`config.mk`:
```
export PLATFORM = sky130hd
export DESIGN_NAME = smeu_ctrl
export DESIGN_NICKNAME = d
export VERILOG_FILES = /design/src/rtl/smeu_pkg.sv /design/src/rtl/smeu_ctrl.sv
export SDC_FILE = /design/constraint.sdc
export NUM_CORES = 1
export LEC_CHECK = 0
export BUFFER_PORTS_ARGS = -buffer_cell sky130_fd_sc_hd__buf_2
export CAP_MARGIN = 10
export CORE_AREA = 2 2 39 41
export CTS_CLUSTER_SIZE = 20
export DETAILED_ROUTE_END_ITERATION = 10
export DIE_AREA = 0 0 41 43
export PLACE_DENSITY_LB_ADDON = 0.25
export SLEW_MARGIN = 5
export SYNTH_ARGS = -nofsm -noshare
export SYNTH_HDL_FRONTEND = slang
export SYNTH_SLANG_ARGS = --single-unit
```
`constraint.sdc`:
```
create_clock -name i_clk -period 1.5 [get_ports i_clk]
set_input_delay 0.225 -clock i_clk [delete_from_list [all_inputs] [get_ports i_clk]]
set_output_delay 0.225 -clock i_clk [all_outputs]
set_load 0.02 [all_outputs]
```
`src/rtl/smeu_pkg.sv`:
```
`default_nettype none
package smeu_pkg;

    localparam int STACK_DEPTH  = 1024;
    localparam int GLOBAL_DEPTH = 256;
    localparam int SA_W = $clog2(STACK_DEPTH);
    localparam int SP_W = SA_W + 1;
    localparam int GA_W = $clog2(GLOBAL_DEPTH);
    localparam int GL_W = 9;
    localparam int PC_W = 24;
    localparam int IN_W  = 64;
    localparam int OUT_W = 64;

    localparam logic [7:0] OP_HALT  = 8'd0;
    localparam logic [7:0] OP_PUSHC = 8'd1;
    localparam logic [7:0] OP_ADD   = 8'd2;
    localparam logic [7:0] OP_SUB   = 8'd3;
    localparam logic [7:0] OP_MUL   = 8'd4;
    localparam logic [7:0] OP_DIV   = 8'd5;
    localparam logic [7:0] OP_MOD   = 8'd6;
    localparam logic [7:0] OP_RDINT = 8'd7;
    localparam logic [7:0] OP_WRINT = 8'd8;
    localparam logic [7:0] OP_RDCHR = 8'd9;
    localparam logic [7:0] OP_WRCHR = 8'd10;
    localparam logic [7:0] OP_PUSHG = 8'd11;
    localparam logic [7:0] OP_POPG  = 8'd12;
    localparam logic [7:0] OP_ASF   = 8'd13;
    localparam logic [7:0] OP_RSF   = 8'd14;
    localparam logic [7:0] OP_PUSHL = 8'd15;
    localparam logic [7:0] OP_POPL  = 8'd16;
    localparam logic [7:0] OP_EQ    = 8'd17;
    localparam logic [7:0] OP_NE    = 8'd18;
    localparam logic [7:0] OP_LT    = 8'd19;
    localparam logic [7:0] OP_LE    = 8'd20;
    localparam logic [7:0] OP_GT    = 8'd21;
    localparam logic [7:0] OP_GE    = 8'd22;
    localparam logic [7:0] OP_JMP   = 8'd23;
    localparam logic [7:0] OP_BRF   = 8'd24;
    localparam logic [7:0] OP_BRT   = 8'd25;
    localparam logic [7:0] OP_CALL  = 8'd26;
    localparam logic [7:0] OP_RET   = 8'd27;
    localparam logic [7:0] OP_DROP  = 8'd28;
    localparam logic [7:0] OP_PUSHR = 8'd29;
    localparam logic [7:0] OP_POPR  = 8'd30;
    localparam logic [7:0] OP_DUP   = 8'd31;

    localparam logic [1:0] ST_OK    = 2'd0;
    localparam logic [1:0] ST_DIV0  = 2'd1;
    localparam logic [1:0] ST_STACK = 2'd2;
    localparam logic [1:0] ST_GLOB  = 2'd3;

    typedef enum logic [2:0] {
        S_IDLE, S_RD1, S_RD2, S_RD3, S_DIVI, S_DIV, S_EXEC
    } t_state;

    typedef struct packed {
        logic load;
        logic rd1;
        logic rd2;
        logic cap_b;
        logic div_init;
        logic div_step;
        logic exec;
    } t_cmd;

    typedef struct packed {
        logic need_div;
        logic div_done;
        logic out_busy;
    } t_sts;

endpackage
`default_nettype wire

```
`src/rtl/smeu_ctrl.sv`:
```
`default_nettype none
module smeu_ctrl (
    input  wire logic          i_clk,
    input  wire logic          i_rst_n,
    input  wire logic          i_valid,
    input  smeu_pkg::t_sts     i_sts,
    output smeu_pkg::t_cmd     o_cmd,
    output logic               o_ready
);
    import smeu_pkg::*;

    t_state r_state, n_state;

    always_ff @(posedge i_clk) begin
        if (!i_rst_n) begin
            r_state <= S_IDLE;
        end else begin
            r_state <= n_state;
        end
    end

    always_comb begin
        n_state = r_state;
        o_cmd   = '0;
        o_ready = 1'b0;
        case (r_state)
            S_IDLE: begin
                o_ready = 1'b1;
                if (i_valid) begin
                    o_cmd.load = 1'b1;
                    n_state    = S_RD1;
                end
            end
            S_RD1: begin
                o_cmd.rd1 = 1'b1;
                n_state   = S_RD2;
            end
            S_RD2: begin
                o_cmd.rd2 = 1'b1;
                n_state   = S_RD3;
            end
            S_RD3: begin
                o_cmd.cap_b = 1'b1;
                n_state     = S_EXEC;
            end
            S_EXEC: begin
                if (i_sts.need_div) begin
                    n_state = S_DIVI;
                end else if (!i_sts.out_busy) begin
                    o_cmd.exec = 1'b1;
                    n_state    = S_IDLE;
                end
            end
            S_DIVI: begin
                o_cmd.div_init = 1'b1;
                n_state        = S_DIV;
            end
            S_DIV: begin
                o_cmd.div_step = 1'b1;
                if (i_sts.div_done) begin
                    n_state = S_EXEC;
                end
            end
            default: n_state = S_IDLE;
        endcase
    end
endmodule
`default_nettype wire

```
==> results.ini <==
[cts]
postCtsHoldBufs=0
cts_buffers=3
cts_sinks=3
cts_root_buf=clkbuf_4
cts_max_level=1
ctsResizeCount=0
cts.clk_slew.worst_paths_ps=40
post-cts-setup-buffers=0
clk_path_buf_depth=2
cts_tree=yes
clock_latency_ps=240

[pwr]
p_per_area_nw_per_um2=1038
ir_drop_uv=288.3
leakage_nw=0.1562

[timing]
fin_skew_ps=0.7695
hold_viol=0
relSlewSlack_pct=81.60
timing.final.ws_setup_ps=111.2
worst_pin_slew_ps=275.6
fin_tns_setup_ps=0
fmax_mhz=720.0
rsz0062_at_grt=false
setup_viol=0
hold_ws_ps=228.8
fin_crit_ps=1389
period_share_pct=92.59
drv_slew=0

[place]
port-buffer-count=13
dp_hpwl_microns=422.7
dp_cells=55
place_ws_ps=262.1
routabilityCongestion=0.7059
placed_cell_area_sq_um=291.5

[logic_synthesis]
synth_ff_type=dfxtp_1
syn_nets=33
synth_edf_count=0
synthTopCellsByCount=3 x dfxtp_1, 3 x nor3_1
synth_xor_area_share_pct=0
yosys.area.top_type=dfxtp_1
ys_warn_count=0
synth_top_area_share_pct=29.45
synth_compound_area_share_pct=20.25
avgSynthCellArea_sq_um=7.554
synth_cell_types=19
yosysSeqAreaShare_pct=29.45
synth-async-reset-ratio_pct=0
synth_fa_ha_area_share_pct=0
yosys.area_share.simple_pct=43.56
synth_area_sq_um=203.9
synthMuxAreaShare_pct=0
synth_top_family_by_area=simple AND/OR/NAND/NOR gates
synthTopCellsByArea=dfxtp_1 29%, nor3_1 7.4%, nand2b_4 6.7%
ys_seq_elements=3
syn_inst=27

[grt]
grt_pass1_wl_microns=890
grt_usage_pct=7.515
grt_pass1_vias=215
antenna_found_initial=0
grt_start_max_net_pins=12
grt.overflow.total=0

[final_layout]
top_regs=r_state (3)
regArea_sq_um=61.31
area_growth_pct=56.44
regMostFlops=r_state
layout-drive-gt1-share_pct=48.84
diodes=0
layout.nets=50
largest_reg_flops=3
final_cell_area_sq_um=319.1
multiInputGateArea_sq_um=135.1
fill_cells=163
fin_cells=59

[min_path]
hp-class=in -> reg

[setup_path]
critical_path_class=reg -> out
path_max_fanout=9
cp_slowest_stage_delay_ps=380
cp.arrival_ps=1160
critPathCaptureType=primary output
path_cells=nand2b_4 > nor4_1 > buf_2
required_ps=1270
start_kind=flop
cpMaxStageDelayCell=dfxtp_1

[routing]
wl_microns=560
first_iter_violations=1
drc_errors=0
wire_per_inst_microns=9.492
vias=232
top_layer=met3
routed-wl-met3_microns=65
drt-met1-wl_microns=290
vias_per_cell=3.932
drt_first_pass_iters=2
ant_nets=0
routed-wl-met2_microns=203

[floorplanning]
core_sq_um=1384
die-height_microns=43
io_pins=14
die-area_sq_um=1763
die_width_microns=41
row_count=14
start_util_pct=14.74

[job]
maxCapViolCount=0

[status]
status=finished, final reports clean

==> worst max-delay path, delay by kind of cell, from the launching register on <==
family / cells / cell delay (ps)
and+or+nand+nor: 2 / 340
buffers and inverters: 1 / 210
DFF: 1 / 380
==> cells by family after synthesis <==
| kind of cell | Yosys count |
|---|---|
| AND/OR/NAND/NOR | 14 |
| AO/OA/AOI/OAI | 7 |
| flip-flops | 3 |
| buffers and inverters | 3 |
==> final cells by class <==
| cell class | count | share of cell area [%] |
|---|---|---|
| Clock buffer | 4 | 8.235 |
| Multi-Input combinational cell | 21 | 42.35 |
| Sequential cell | 3 | 19.22 |
| Timing Repair Buffer | 14 | 22.75 |
| Tap cell | 16 | 6.275 |
| Inverter | 1 | 1.176 |
==> metal layers <==
metal,global-route usage (%),vias up
li1,-,128
met2,8.438,11
met5,0,-
met4,4.000,0
met1,11.50,93
met3,3.141,0
==> metrics by stage <==
step	total power, mW	util, %
after floorplan	0.1581	-
after global placement	0.1878	21.07
after detailed placement	0.1871	21.07
after CTS	0.3357	22.97
after global routing	0.3522	23.06
final	0.3310	23.06
==> worst paths after layout <==
kind                           startpoint                       to  slack [ps]  cells past startpoint
setup / recovery  r_state[0]$_SDFFE_PN0P_                 o_cmd[0]         110                      3
hold / removal                    i_rst_n  r_state[2]$_SDFFE_PN0P_         230                      2
setup reg to reg  r_state[0]$_SDFFE_PN0P_  r_state[1]$_SDFFE_PN0P_         350                      3
hold reg to reg   r_state[2]$_SDFFE_PN0P_  r_state[1]$_SDFFE_PN0P_         600                      2
==> power by group <==
group / leakage [nW] / switching (mW) / internal [mW]
logic: 0.116 / 0.0453 / 0.0378
registers: 0.0250 / 0.0154 / 0.0877
clock network: 0.0150 / 0.0449 / 0.0999
==> placed cells by master, fill, tap and decap left out, types with 2 or more instances in the layout <==
cell type / instances
buf_2: 13
clkbuf_4: 3
nor3_1: 2
nor2_1: 2
o21ai_0: 2
a21oi_1: 2
dfxtp_1: 2
Power figures use the tool's default switching activity.
